$ cat config.mk
export PLATFORM = sky130hd
export DESIGN_NAME = gbe_front
export DESIGN_NICKNAME = d
export VERILOG_FILES = /design/src/design/gbe_pkg.sv /design/src/design/gbe_front.sv
export SDC_FILE = /design/constraint.sdc
export NUM_CORES = 1
export LEC_CHECK = 0
export BUFFER_PORTS_ARGS = -buffer_cell sky130_fd_sc_hd__buf_2
export CORE_ASPECT_RATIO = 1.4
export CORE_MARGIN = 1
export CORE_UTILIZATION = 55
export DETAILED_ROUTE_END_ITERATION = 10
export PLACE_DENSITY = 0.87
export SLEW_MARGIN = 10
export SYNTH_ARGS = -nofsm -noshare
export SYNTH_HDL_FRONTEND = slang
export SYNTH_SLANG_ARGS = --single-unit
export TNS_END_PERCENT = 30
$ cat constraint.sdc
create_clock -name clk -period 5.6 [get_ports clk]
set_input_delay 0.28 -clock clk [delete_from_list [all_inputs] [get_ports clk]]
set_output_delay 0.28 -clock clk [all_outputs]
set_load 0.005 [all_outputs]
$ cat src/design/gbe_pkg.sv
`timescale 1ns / 1ps
// ----------------------------------------------------------------------------
// gbe_pkg
// Shared types and constants for the gap buffer edit engine.
// ----------------------------------------------------------------------------
package gbe_pkg;

  localparam int CAPACITY = 4096;
  localparam int AW = $clog2(CAPACITY);
  localparam int PW = 13;

  localparam logic [7:0] NEWLINE = 8'h0A;

  localparam logic [3:0] MODE_INSERT = 4'd0;
  localparam logic [3:0] MODE_BKSP   = 4'd1;
  localparam logic [3:0] MODE_DEL    = 4'd2;
  localparam logic [3:0] MODE_LEFT   = 4'd3;
  localparam logic [3:0] MODE_RIGHT  = 4'd4;
  localparam logic [3:0] MODE_HOME   = 4'd5;
  localparam logic [3:0] MODE_END    = 4'd6;
  localparam logic [3:0] MODE_UP     = 4'd7;
  localparam logic [3:0] MODE_DOWN   = 4'd8;
  localparam logic [3:0] MODE_SET    = 4'd9;
  localparam logic [3:0] MODE_READ   = 4'd10;

  typedef enum logic [3:0] {
    OP_INSERT = 4'd0,
    OP_BKSP   = 4'd1,
    OP_DEL    = 4'd2,
    OP_LEFT   = 4'd3,
    OP_RIGHT  = 4'd4,
    OP_HOME   = 4'd5,
    OP_END    = 4'd6,
    OP_UP     = 4'd7,
    OP_DOWN   = 4'd8,
    OP_SET    = 4'd9,
    OP_READ   = 4'd10,
    OP_NOP    = 4'd15
  } op_t;

  typedef struct packed {
    op_t            op;
    logic [7:0]     ch;
    logic [PW-1:0]  pos;
    logic [PW-1:0]  cnt;
  } cmd_t;

endpackage

$ cat src/design/gbe_front.sv
`timescale 1ns / 1ps
// ----------------------------------------------------------------------------
// gbe_front
// Accepts items, decodes the mode and queues commands for the back end.
// ----------------------------------------------------------------------------
module gbe_front import gbe_pkg::*; (
  input  logic           clk,
  input  logic           rst,
  input  logic           in_valid,
  output logic           in_ready,
  input  logic [3:0]     mode,
  input  logic [7:0]     char_in,
  input  logic [PW-1:0]  position,
  input  logic [PW-1:0]  line_count,
  output logic           cmd_valid,
  input  logic           cmd_ready,
  output cmd_t           cmd
);

  cmd_t       q [2];
  logic       wp;
  logic       rp;
  logic [1:0] cnt;
  op_t        op_dec;
  logic       push;
  logic       pop;

  always_comb begin
    unique case (mode)
      MODE_INSERT: op_dec = OP_INSERT;
      MODE_BKSP:   op_dec = OP_BKSP;
      MODE_DEL:    op_dec = OP_DEL;
      MODE_LEFT:   op_dec = OP_LEFT;
      MODE_RIGHT:  op_dec = OP_RIGHT;
      MODE_HOME:   op_dec = OP_HOME;
      MODE_END:    op_dec = OP_END;
      MODE_UP:     op_dec = OP_UP;
      MODE_DOWN:   op_dec = OP_DOWN;
      MODE_SET:    op_dec = OP_SET;
      MODE_READ:   op_dec = OP_READ;
      default:     op_dec = OP_NOP;
    endcase
  end

  assign in_ready  = (cnt != 2'd2);
  assign cmd_valid = (cnt != 2'd0);
  assign cmd       = q[rp];
  assign push      = in_valid && in_ready;
  assign pop       = cmd_valid && cmd_ready;

  always_ff @(posedge clk) begin
    if (push) begin
      q[wp] <= '{op: op_dec, ch: char_in, pos: position, cnt: line_count};
    end
  end

  always_ff @(posedge clk) begin
    if (rst) begin
      wp  <= 1'b0;
      rp  <= 1'b0;
      cnt <= 2'd0;
    end else begin
      if (push) wp <= ~wp;
      if (pop) rp <= ~rp;
      if (push && !pop) cnt <= cnt + 2'd1;
      else if (pop && !push) cnt <= cnt - 2'd1;
    end
  end

endmodule

==> impl_summary.md, run 1 <==
Setup path
The critical path in this run is classified as flop to primary output. The number of buffers and inverters on the critical path is 1. Grouping stages by cell kind, the critical path spends the most delay in flip-flops. The signal arrival time at the worst endpoint is 1820 ps. The critical path data required time is 5320 ps. The kind of start point of the critical path is a flop. The worst-case register-to-register setup slack is 3790 ps. Walking the worst path, the cells encountered are mux2_2 > buf_2. The critical path endpoint category is a primary output. The slowest stage of the critical path is the dfxtp_2 cell. The largest fanout on the critical path is 38. On the worst path, the slowest cell contributes a delay of 920 ps.

Yosys
The total of warnings raised by yosys is 0. Ranked by instance count, the synthesized netlist is headed by 76 x edfxtp_1, 38 x mux2_2, 5 x dfxtp_1. The synthesized design contains 76 enable-type register cells. The number of different library cells in the post-synthesis netlist is 20. Yosys instantiated no cell more often than edfxtp_1. The post-synth design cell area is 0.002989 mm^2. Ranked by total cell area, the synthesized netlist is headed by edfxtp_1 76%, mux2_2 14%, dfxtp_1 3.3%, xor2_1 0.88%, buf_6 0.75%. The cell taking the most area after synthesis is edfxtp_1. Sequential cells were found to cover 79.70% of the synthesized design area.

The number of synthesized register bits is 81. The average instance in the mapped netlist occupies 20.61 um^2. Synthesis produced a netlist whose cell count is 145.

The share of synthesized registers carrying an async set or reset is 0%. The area share of the largest cell type after synthesis is 76.35%. The most used flip-flop cell after synthesis is edfxtp_1. The number of nets in the synthesized netlist is 188.

CTS
The post-CTS setup buffer count is 0. The number of buffers between clock root and the deepest sink is 2. The maximum level of the CTS H-tree is 3. Clock tree synthesis selected as its root buffer the cell clkbuf_8. The number of buffers created by CTS is 9. The latest clock arrival within the worst-skew pair is 340 ps. The clock-pin slew on the worst setup and hold paths is 80 ps.

Once the clock tree was built, the resizer swapped 0 gates to a different size. Buffers inserted to repair hold after CTS numbered 0. The clock net in this run drives a total of 81 sinks. The CTS tree is built.

Global route
The global-route wire length before repair is 7.293 mm. The number of antenna violations at the first check in global routing came to 0. The total grt overflow is 0. The global-route usage over all layers is 18.02%.

Entering global routing, the biggest net connects 39 pins. The via count of the first global-routing pass is 1,616.

Detailed routing
Summed over all layers, the routed wires come to 4.867 mm. The violation count after the first detailed-routing iteration is 37. The average wire per standard cell is 15.96 um.

The routed via count is 1,541. The number of routed nets with antenna violations is 0. The pre-antenna-repair detailed-routing pass consisted of 4 iterations. After detailed routing, the number of vias per cell comes to 5.052. The count of unresolved DRC violations after routing is 0.

Floorplanning
The core box area is 0.005197 mm^2. In this run the core area contains 31 standard-cell rows. The overall die area is 0.005738 mm^2. The horizontal die dimension is 64.31 um. The initial utilization of the core area, before any placement, comes to 57.51%.

Pin placement for this block handled 82 I/O pins. In this run the vertical extent of the chip is 89.23 um.

Timing
The time the final worst path needs with I/O delays and setup is 2097 ps. The worst setup skew after layout is 7.037 ps. The maximum clock rate is 0.4770 GHz. The slew at the pin closest to its max-slew limit is 884.6 ps.

Adding up every negative setup slack in the final design gives 0 ps. The total count of hold-check failures in the final report came to 0. Setup repair after global routing left no endpoint under its margin. The worst pin sits at a relative slew slack of 41.03%. The final worst-path cycle share is 37.44%. The final number of max-transition violations is 0. The number of setup violations in the final report is 0.

Placement
The number of placed instances, taps included, is 289. The count of input and output buffers is 81. The half-perimeter wire length of the detailed placement result is 3.109 mm.

The routability congestion estimate from global placement is 0.7248.

Layout
The number of non-filler instances in the completed layout is 305. The final layout contains 277 nets. 0 antenna diodes ended up in the layout. The synthesis-to-layout area growth is 23.40%.

The ratio of cells with drive above 1 in the final layout is 58.16%.

Power
The design draws 1.629 mW. In this run, flip-flops and latches consume 50.2% of the power. The analysis attributes to cell leakage a power of 1.400 nW. For this design the total switching power over the nets is 0.3919 mW. Per report_power, the combinational group accounts for 19.8% of the total. Net switching is 24.05% of the power. The ratio of total power to cell area is 441.7 mW/mm^2. Cell internal power was estimated by the tool at 1.238 mW. The worst voltage drop across the vdd grid is 0.3545 mV.

The proportion of power drawn by the clock network is 30.0%.

Min path
The tightest min-delay check is of the input port to flop type.

Flow run
Across the run, the number of max-cap violations was 0.

Run status
The flow ran to the end, and the final reports show no timing, DRC or antenna violations.
logic make-up (layout without fill, tap and decap cells):
logic type | count (synthesis) | after routing | synth area share, %
muxes | 38 | 38 | 14.32
DFF | 81 | 81 | 79.70
buffers and inverters | 5 | 99 | 1.214
and+or+nand+nor | 9 | 9 | 1.675
AOI/OAI and AO/OA | 8 | 8 | 1.800
xor gates and xnor gates | 3 | 3 | 0.8792
adders and majority gates | 1 | 1 | 0.4185
sequential cells by signal (all words and copies together) (netlist names), named ones only:
name and flops:
wp 1, cnt 2, q 76, rp 1
worst register-to-register path: cells and delay by family (launching register included):
kind	cells	cell delay (ps)
simple gates	2	1010
flops	1	410
cells in the final DEF (no fill, tap or decap), drive strengths merged:
cell	synthesis	final
a31o	1	1
nand2b	1	1
a21oi	2	2
a21o	2	2
edfxtp	76	76
bufinv	0	3
and3	1	1
or2	1	1
and2	1	1
buf	4	82
dfxtp	5	5
mux2	38	38
or3	1	1
clkinvlp	0	1
xor2	3	3
clkinv	0	2
o21ai	2	2
nor2	3	3
a21bo	1	1
ha	1	1
nand3b	1	1
clkbuf	0	10
inv	1	1
layer usage:
layer  global-route usage, %  share of wire, %  wire length (um)
met5                       0                 0                 0
met4                   13.13               3.6               176
met3                   4.847               4.7               230
met2                   29.76                52              2541
met1                   20.21                39              1918
final cells by class:
type                            instances  area (um^2)
Fill cell                             342         1509
Tap cell                               66        82.58
Inverter                                1        3.754
Timing Repair Buffer                   82        412.9
Sequential cell                        81         2384
Multi-Input combinational cell         59        571.8
Clock inverter                          6        106.4
Clock buffer                           10        127.6
power by group through the flow:
stage                     Sequential [mW]  Clock [mW]  Combinational [mW]
after floorplan                     0.788           0               0.234
after global placement              0.828           0               0.322
after detailed placement            0.833           0               0.327
after CTS                           0.820       0.491               0.329
after global routing                0.831       0.510               0.355
final                               0.818       0.488               0.323
metrics by stage:
step | hold WS [ps] | util [%] | instance area, um^2 | setup slack [ps]
after floorplan | 349.1 | - | 2989 | 3639
after global placement | 468.4 | 66.47 | 3455 | 3826
after detailed placement | 472.3 | 66.47 | 3455 | 3802
after CTS | 109.7 | 70.97 | 3689 | 3452
after global routing | 114.6 | 70.97 | 3689 | 3406
final | 121.3 | 70.97 | 3689 | 3503
path summary, 6_finish.rpt:
check	from	to	cells after the start
setup / recovery	flop	cmd[24]	2
hold / removal	position[8]	q[0][21]	1
setup reg to reg	cnt[0]	q[1][27]	2
hold reg to reg	rp	flop	2
Power figures use the tool's default switching activity.
==> run 2, diff against run 1 <==
ABC_AREA = 1   (was unset)
CORE_UTILIZATION = 47   (was 55)
PLACE_DENSITY = 0.79   (was 0.87)
clock period = 1.7 ns   (was 5.6 ns; I/O delays follow)
==> run 2 against run 1 <==
The run now ends with design-rule violations left. Area after synthesis up 3.6%. Critical path depth grew 1. Sequential cell count unchanged. Hold slack got worse by 79 ps. Synthesized cell count increased by 12%. Clock power grew to 2.9 times the previous value. Critical path type unchanged. Largest cell class unchanged.
==> impl_summary.md, run 2 <==
Layout
The final design instance area without fill is 0.004184 mm^2 (+13%). The flip-flop count of the largest register after layout was 76 (unchanged). The ratio of cells with drive above 1 in the final layout is 46.76% (-11 points). The largest registers in the layout are q: 76 flops, cnt: 2 flops. Leaving out fill and tap cells, the most frequent cell in the layout is buf_2. Leaving out fill and tap cells, the most frequent cells in the layout are 81 x buf_2, 76 x edfxtp_1, 35 x dlygate4sd3_1. The antenna cell count is 0 (unchanged). The layout net count is 331 (+19%). q holds more flip-flops than any other register. Compared with the post-synthesis result, the final layout area differs by 35.17%. The number of non-filler instances in the completed layout is 365 (+20%).

Timing
The final critical path takes up 91.34% of the cycle. The worst setup skew after layout is 7.699 ps (+0.6620 ps). The number of setup violations in the final report came to 0 (unchanged).

The slew at the pin closest to its max-slew limit was 286.1 ps (-598.5 ps). Static timing analysis puts the maximum clock frequency at 0.6440 GHz. Setup repair after global routing left no endpoint under its margin. The relative max-transition margin is 80.73% (+40 points).

The total count of hold-check failures in the final report is 0 (unchanged). The worst path in the final design needs a cycle of 1553 ps, including I/O delays and setup. The final number of max-transition violations is 0 (unchanged). The sum of negative setup slack came to 0 ps (unchanged).

CTS
The maximum level of the CTS H-tree is 3 (unchanged). The cell sitting at the root of the clock tree is a clkbuf_8. The number of buffers between clock root and the deepest sink came to 2 (unchanged).

The clock-pin slew on the worst setup and hold paths came to 70 ps (about the same). The number of clock sinks came to 81 (unchanged). The CTS tree is built. The latest clock arrival within the worst-skew pair was 340 ps (about the same).

The number of buffers created by CTS came to 9 (unchanged). The post-CTS setup buffer count is 0 (unchanged).

Yosys
The mean instance size in the synthesized netlist is 19.11 um^2 (-7.3%). The area share of the largest cell type after synthesis is 73.73% (-2.6 points). Yosys instantiated no cell more often than edfxtp_1. In the synthesized netlist the dominant register cell turns out to be edfxtp_1. The number of different library cells in the post-synthesis netlist is 15 (-25%).

By area the synthesized netlist is led by edfxtp_1 74%, mux2_4 9.7%, mux2_2 6.5%, dfxtp_1 3.2%, inv_1 1.5%. The register area share after synthesis is 76.96% (-2.7 points). The number of nets in the synthesized netlist was 205 (+9.0%). The number of flops mapped to enable cells by yosys was 76 (unchanged).

The number of synthesized register bits is 81 (unchanged). The cell taking the most area after synthesis is edfxtp_1. The post-synth design cell area is 0.003095 mm^2 (+3.6%). The share of synthesized registers carrying an async set or reset is 0% (unchanged). The gate count of the mapped netlist came to 162 (+12%). The total of warnings raised by yosys was 0 (unchanged). Ranked by instance count, the synthesized netlist is headed by 76 x edfxtp_1, 20 x mux2_4, 18 x mux2_2.

Power
The sequential group share of total power is 48.1% (-2.1 points). The leakage power figure is 1.665 nW (+19%). The ratio of total power to cell area is 1294 mW/mm^2 (+190%).

The worst voltage drop across the vdd grid came to 0.9990 mV (+180%). The reported net switching power is 1.338 mW (+240%). The switching portion of total power is 24.71% (+0.66 points). The proportion of power drawn by the clock network is 26.4% (-3.6 points). The logic gate share of total power came to 25.5% (+5.7 points). The internal power consumption was 4.077 mW (+230%).

Setup path
The critical path data required time is 1620 ps (-3700 ps). The signal arrival time at the worst endpoint is 1470 ps (-350 ps). The largest fanout on the critical path is 38 (unchanged). The category of the critical setup timing path is flop to primary output.

STA classifies the critical path endpoint as a primary output. The worst setup path is launched from a flop.

Placement
The standard cell area after detailed placement is 0.003628 mm^2 (+5.0%). The routability congestion estimate from global placement came to 0.6688 (-7.7%). The number of placed instances with taps included was 314 (+8.7%).

The half-perimeter wire length of the detailed placement result is 3.048 mm (-2.0%). The count of input and output buffers came to 81 (unchanged).

Global route
The number of antenna violations at the first check in global routing is 0 (unchanged). The total grt overflow is 0 (unchanged). The global-route wire length before repair is 8.452 mm (+16%). The via count of the first global-routing pass is 1,789 (+11%). The pin count of the biggest net entering global routing came to 39 (unchanged).

The global-route usage over all layers came to 16.59% (-1.4 points).

Floorplanning
The core box area is 0.006296 mm^2 (+21%). The overall die area came to 0.006920 mm^2 (+21%). The number of rows created at floorplan came to 34 (+9.7%). The initial core utilization came to 49.17% (-8.3 points).

The die height is 98.03 um (+9.9%). The count of pins on the block boundary is 82 (unchanged). The horizontal die dimension was 70.59 um (+9.8%).

Flow run
The count of max-cap constraint violations came to 0 (unchanged).

Detailed routing
The routed via count is 1,783 (+16%). The total wirelength of the detailed-routed design is 5.382 mm (+11%). The count of unresolved DRC violations after routing is 12 (+12). The number of vias per cell after detailed routing is 4.885 (-3.3%). The number of iterations in the first detailed-routing pass was 7 (+3).

The violation count after the first detailed-routing iteration is 109 (+190%). The number of routed nets with antenna violations is 0 (unchanged). The average wire per standard cell came to 14.75 um (-7.6%).

Run status
The flow ran to the end, but the final reports show violations. The checks that failed: design-rule violations.

Min path
The class of the worst hold path is input port to flop.
[run 2: cell count changes after synthesis, sizes merged, moves of 2 or more]
cell,previous run,this run
o21ai,2,4
xor2,3,0
nand2,0,9
inv,1,12
nor2,3,7
nand3,0,2
a21o,2,0
[run 2: cell families (layout without fill, tap and decap cells)]
group           after synthesis  count (layout)  synth area share (%)
simple gates                 19              19                 2.466
compound gates                7               7                 1.213
mux                          38              38                 16.25
flops                        81              81                 76.96
fa+ha+maj                     1               1                0.4041
buf+inv                      16             147                 2.708
[run 2: final timing paths]
check	start	to	slack, ps	cells past startpoint
hold reg to reg	rp	rp	520	2
hold / removal	rst	cnt[1]	40	4
setup / recovery	flop	cmd[5]	150	3
setup reg to reg	cnt[0]	cnt[1]	210	10
[run 2: power by group through the flow]
stage	sequential, mW	clock (mW)	combinational, mW
after detailed placement	2.65	0	1.33
after CTS	2.60	1.47	1.40
after global routing	2.63	1.55	1.51
after floorplan	2.63	0	0.840
final	2.60	1.43	1.38
after global placement	2.63	0	1.30
[run 2: what timing repair did]
| action | CTS | global route |
|---|---|---|
| endpoints found under the hold margin | 70 | 0 |
| hold buffers | 35 | 0 |
| gates resized for setup | 0 | 1 |
| endpoints found under the setup margin | 0 | 1 |
[run 2: routing by layer]
layer / share of wire [%] / wire length (um) / GRT usage, %
met1: 37 / 2015 / 18.66
met2: 54 / 2886 / 27.86
met3: 4.5 / 242 / 2.890
met4: 4.4 / 238 / 12.77
met5: 0 / 0 / 0
[run 2: worst max-delay path: stages (launching register included)]
cell and delay (ps):
dfxtp_2 340, buf_12 250, mux2_2 380, buf_2 130
[run 2: layout make-up]
class	count	area, um^2
clock inverters	4	67.56
clock buffers	12	135.1
repair buffers	119	815.8
well taps	72	90.09
fillers	467	2112
inverters	12	45.04
flip-flops and latches	81	2384
multi-input cells	65	646.9
[run 2: per-stage QoR]
step | setup slack (ps) | util (%) | total power, mW | hold WS [ps]
3_3_place_gp | 284.7 | 57.63 | 3.923 | 274.3
4_1_cts | 124.8 | 66.41 | 5.468 | 14.58
2_1_floorplan | -286.2 | - | 3.466 | 183.9
5_1_grt | 15.85 | 66.45 | 5.693 | 42.63
6_report | 147.3 | 66.45 | 5.415 | 42.32
3_5_place_dp | 157.1 | 57.63 | 3.974 | 277.4
==> run 3, diff against run 2 <==
ABC_AREA = unset   (was 1)
CORE_UTILIZATION = 46   (was 47)
PLACE_DENSITY = 0.78   (was 0.79)
SLEW_MARGIN = 20   (was 10)
==> run 3 against run 2 <==
Global-route usage rose by 0.26 points. Clock skew is 0.82 ps lower. The run now ends clean. Die area fell by 1.3%.
==> impl_summary.md, run 3 (synthesis gave the netlist of run 1 again) <==
Run status
The run finished with clean final reports.

Timing
The final setup slack of the worst path is 104.2 ps (-43.11 ps). The worst setup skew after layout is 6.881 ps (-0.8184 ps). The total count of hold-check failures in the final report was 0 (unchanged).

The relative max-transition margin is 83.72% (+3.0 points). The final worst-path cycle share is 93.87% (+2.5 points). The time the final worst path needs with I/O delays and setup is 1596 ps (+43.11 ps). The sum of negative setup slack came to 0 ps (unchanged). Setup repair after global routing left no endpoint under its margin. The number of setup violations in the final report came to 0 (unchanged). The final number of max-transition violations is 0 (unchanged). The worst hold slack after final layout is 33.12 ps (-9.200 ps). The maximum clock rate is 0.6266 GHz (-2.7%).

The slew at the pin closest to its max-slew limit is 244.2 ps (-41.83 ps).

Placement
The half-perimeter wire length of the detailed placement result came to 3.310 mm (+8.6%). The pre-CTS setup slack is 68.70 ps (-88.39 ps). The number of placed instances with taps included is 298 (-5.1%).

The routability congestion estimate from global placement is 0.7325 (+9.5%). The count of input and output buffers is 81 (unchanged). The standard cell area after detailed placement was 0.003522 mm^2 (-2.9%).

Global route
The met2 usage is 29.44% (+1.6 points). The pin count of the biggest net entering global routing is 39 (unchanged). The global-route track usage on met3 came to 4.668% (+1.8 points). The fraction of met1 tracks used by global routing is 17.93% (-0.73 points).

The global-route wire length before repair was 8.431 mm (-0.25%). The number of antenna violations at the first check in global routing is 0 (unchanged). The most utilized layer in the global route result is met2. The total grt overflow is 0 (unchanged).

The via count of the first global-routing pass is 1,844 (+3.1%). The global-route usage over all layers is 16.85% (+0.26 points).

Detailed routing
The number of iterations in the first detailed-routing pass is 4 (-3). The number of routed nets with antenna violations came to 0 (unchanged). The count of unresolved DRC violations after routing is 0 (-12). The routed via count is 1,720 (-3.5%). The violation count after the first detailed-routing iteration is 46 (-58%). The total wirelength of the detailed-routed design is 5.425 mm (+0.80%). The average wire per standard cell was 15.50 um (+5.1%). The number of vias per cell after detailed routing is 4.914 (+0.60%).

CTS
The number of clock sinks is 81 (unchanged). The CTS tree is built. The clock-pin slew on the worst setup and hold paths is 80 ps (about the same).

The number of buffers between clock root and the deepest sink came to 2 (unchanged). The post-CTS setup buffer count was 0 (unchanged). The number of buffers created by CTS came to 9 (unchanged). The cell chosen for the clock root is clkbuf_8. The maximum level of the CTS H-tree is 3 (unchanged). The latest clock arrival within the worst-skew pair was 340 ps (about the same).

Setup path
The kind of start point of the critical path is a flop. The critical path endpoint category is a flop. The largest fanout on the critical path came to 5 (-87%). The signal arrival time at the worst endpoint is 1870 ps (+400 ps). The category of the critical setup timing path is flop to flop. The critical path data required time is 1980 ps (+360 ps).

Floorplanning
The core box area is 0.006254 mm^2 (-0.68%). The count of pins on the block boundary is 82 (unchanged). The initial core utilization is 47.80% (-1.4 points).

The overall die area is 0.006829 mm^2 (-1.3%). The number of rows created at floorplan is 34 (unchanged). The die height is 97.38 um (-0.66%). The horizontal die dimension is 70.13 um (-0.65%).

Layout
The antenna cell count was 0 (unchanged). The synthesis-to-layout area growth is 37.97%. The fraction of the core area covered by cells at the end of the flow is 65.95% (-0.51 points). More flip-flops sit in one register than any other, and that register is q. The layout net count is 316 (-4.5%). The commonest non-fill, non-tap cell in the layout is buf_2. The final design instance area without fill was 0.004124 mm^2 (-1.4%).

The number of non-filler instances in the completed layout is 350 (-4.1%). The ratio of cells with drive above 1 in the final layout was 51.44% (+4.7 points). The largest registers in the layout are q: 76 flops, cnt: 2 flops. The library cells used most frequently in the layout, excluding fill and tap cells, are 81 x buf_2, 76 x edfxtp_1, 38 x mux2_2. The flip-flop count of the largest register after layout is 76 (unchanged).

Power
The ratio of total power to cell area was 1343 mW/mm^2 (+3.7%). The worst voltage drop across the vdd grid is 0.9964 mV (-0.26%). The post-route total power is 5.537 mW (+2.2%). The leakage power figure is 1.580 nW (-5.1%).

Min path
The worst hold path belongs to the class input port to flop.

Flow run
The count of max-cap constraint violations is 0 (unchanged).
## run 3: worst paths after layout
check	startpoint	to	slack (ps)	cells after the start
setup / recovery	cnt[0]	cnt[1]	100	5
hold / removal	mode[0]	q[0][34]	30	2
setup reg to reg	cnt[0]	cnt[1]	100	5
hold reg to reg	rp	rp	510	2
## run 3: power by group
part	leakage (nW)	switching, mW	internal [mW]
combinational	0.716	0.587	0.740
clock	0.114	0.643	0.968
sequential	0.750	0.104	2.49
total	1.58	1.33	4.20
## run 3: what timing repair did
action,in CTS,in global routing
gates resized for setup,0,3
setup endpoints to repair,0,1
hold buffers,36,0
hold endpoints to repair,75,0
## run 3: cell type report
cell class	instances	area, um^2
Sequential cell	81	2384
Fill cell	445	2130
Timing Repair Buffer	121	833.3
Multi-Input combinational cell	59	579.3
Clock buffer	10	127.6
Clock inverter	6	106.4
Tap cell	72	90.09
Inverter	1	3.754
## run 3: metal layers
| layer | vias to the layer above | wire length [um] |
|---|---|---|
| li1 | 825 | - |
| met1 | 838 | 2058 |
| met2 | 46 | 3003 |
| met3 | 11 | 235 |
| met4 | 0 | 127 |
| met5 | - | 0 |
## run 3: critical path: stages (launching register included)
cell and delay [ps]:
dfxtp_1 360, nand2b_4 180, and2_1 170, ha_1 330
or3_1 350, a21oi_1 140
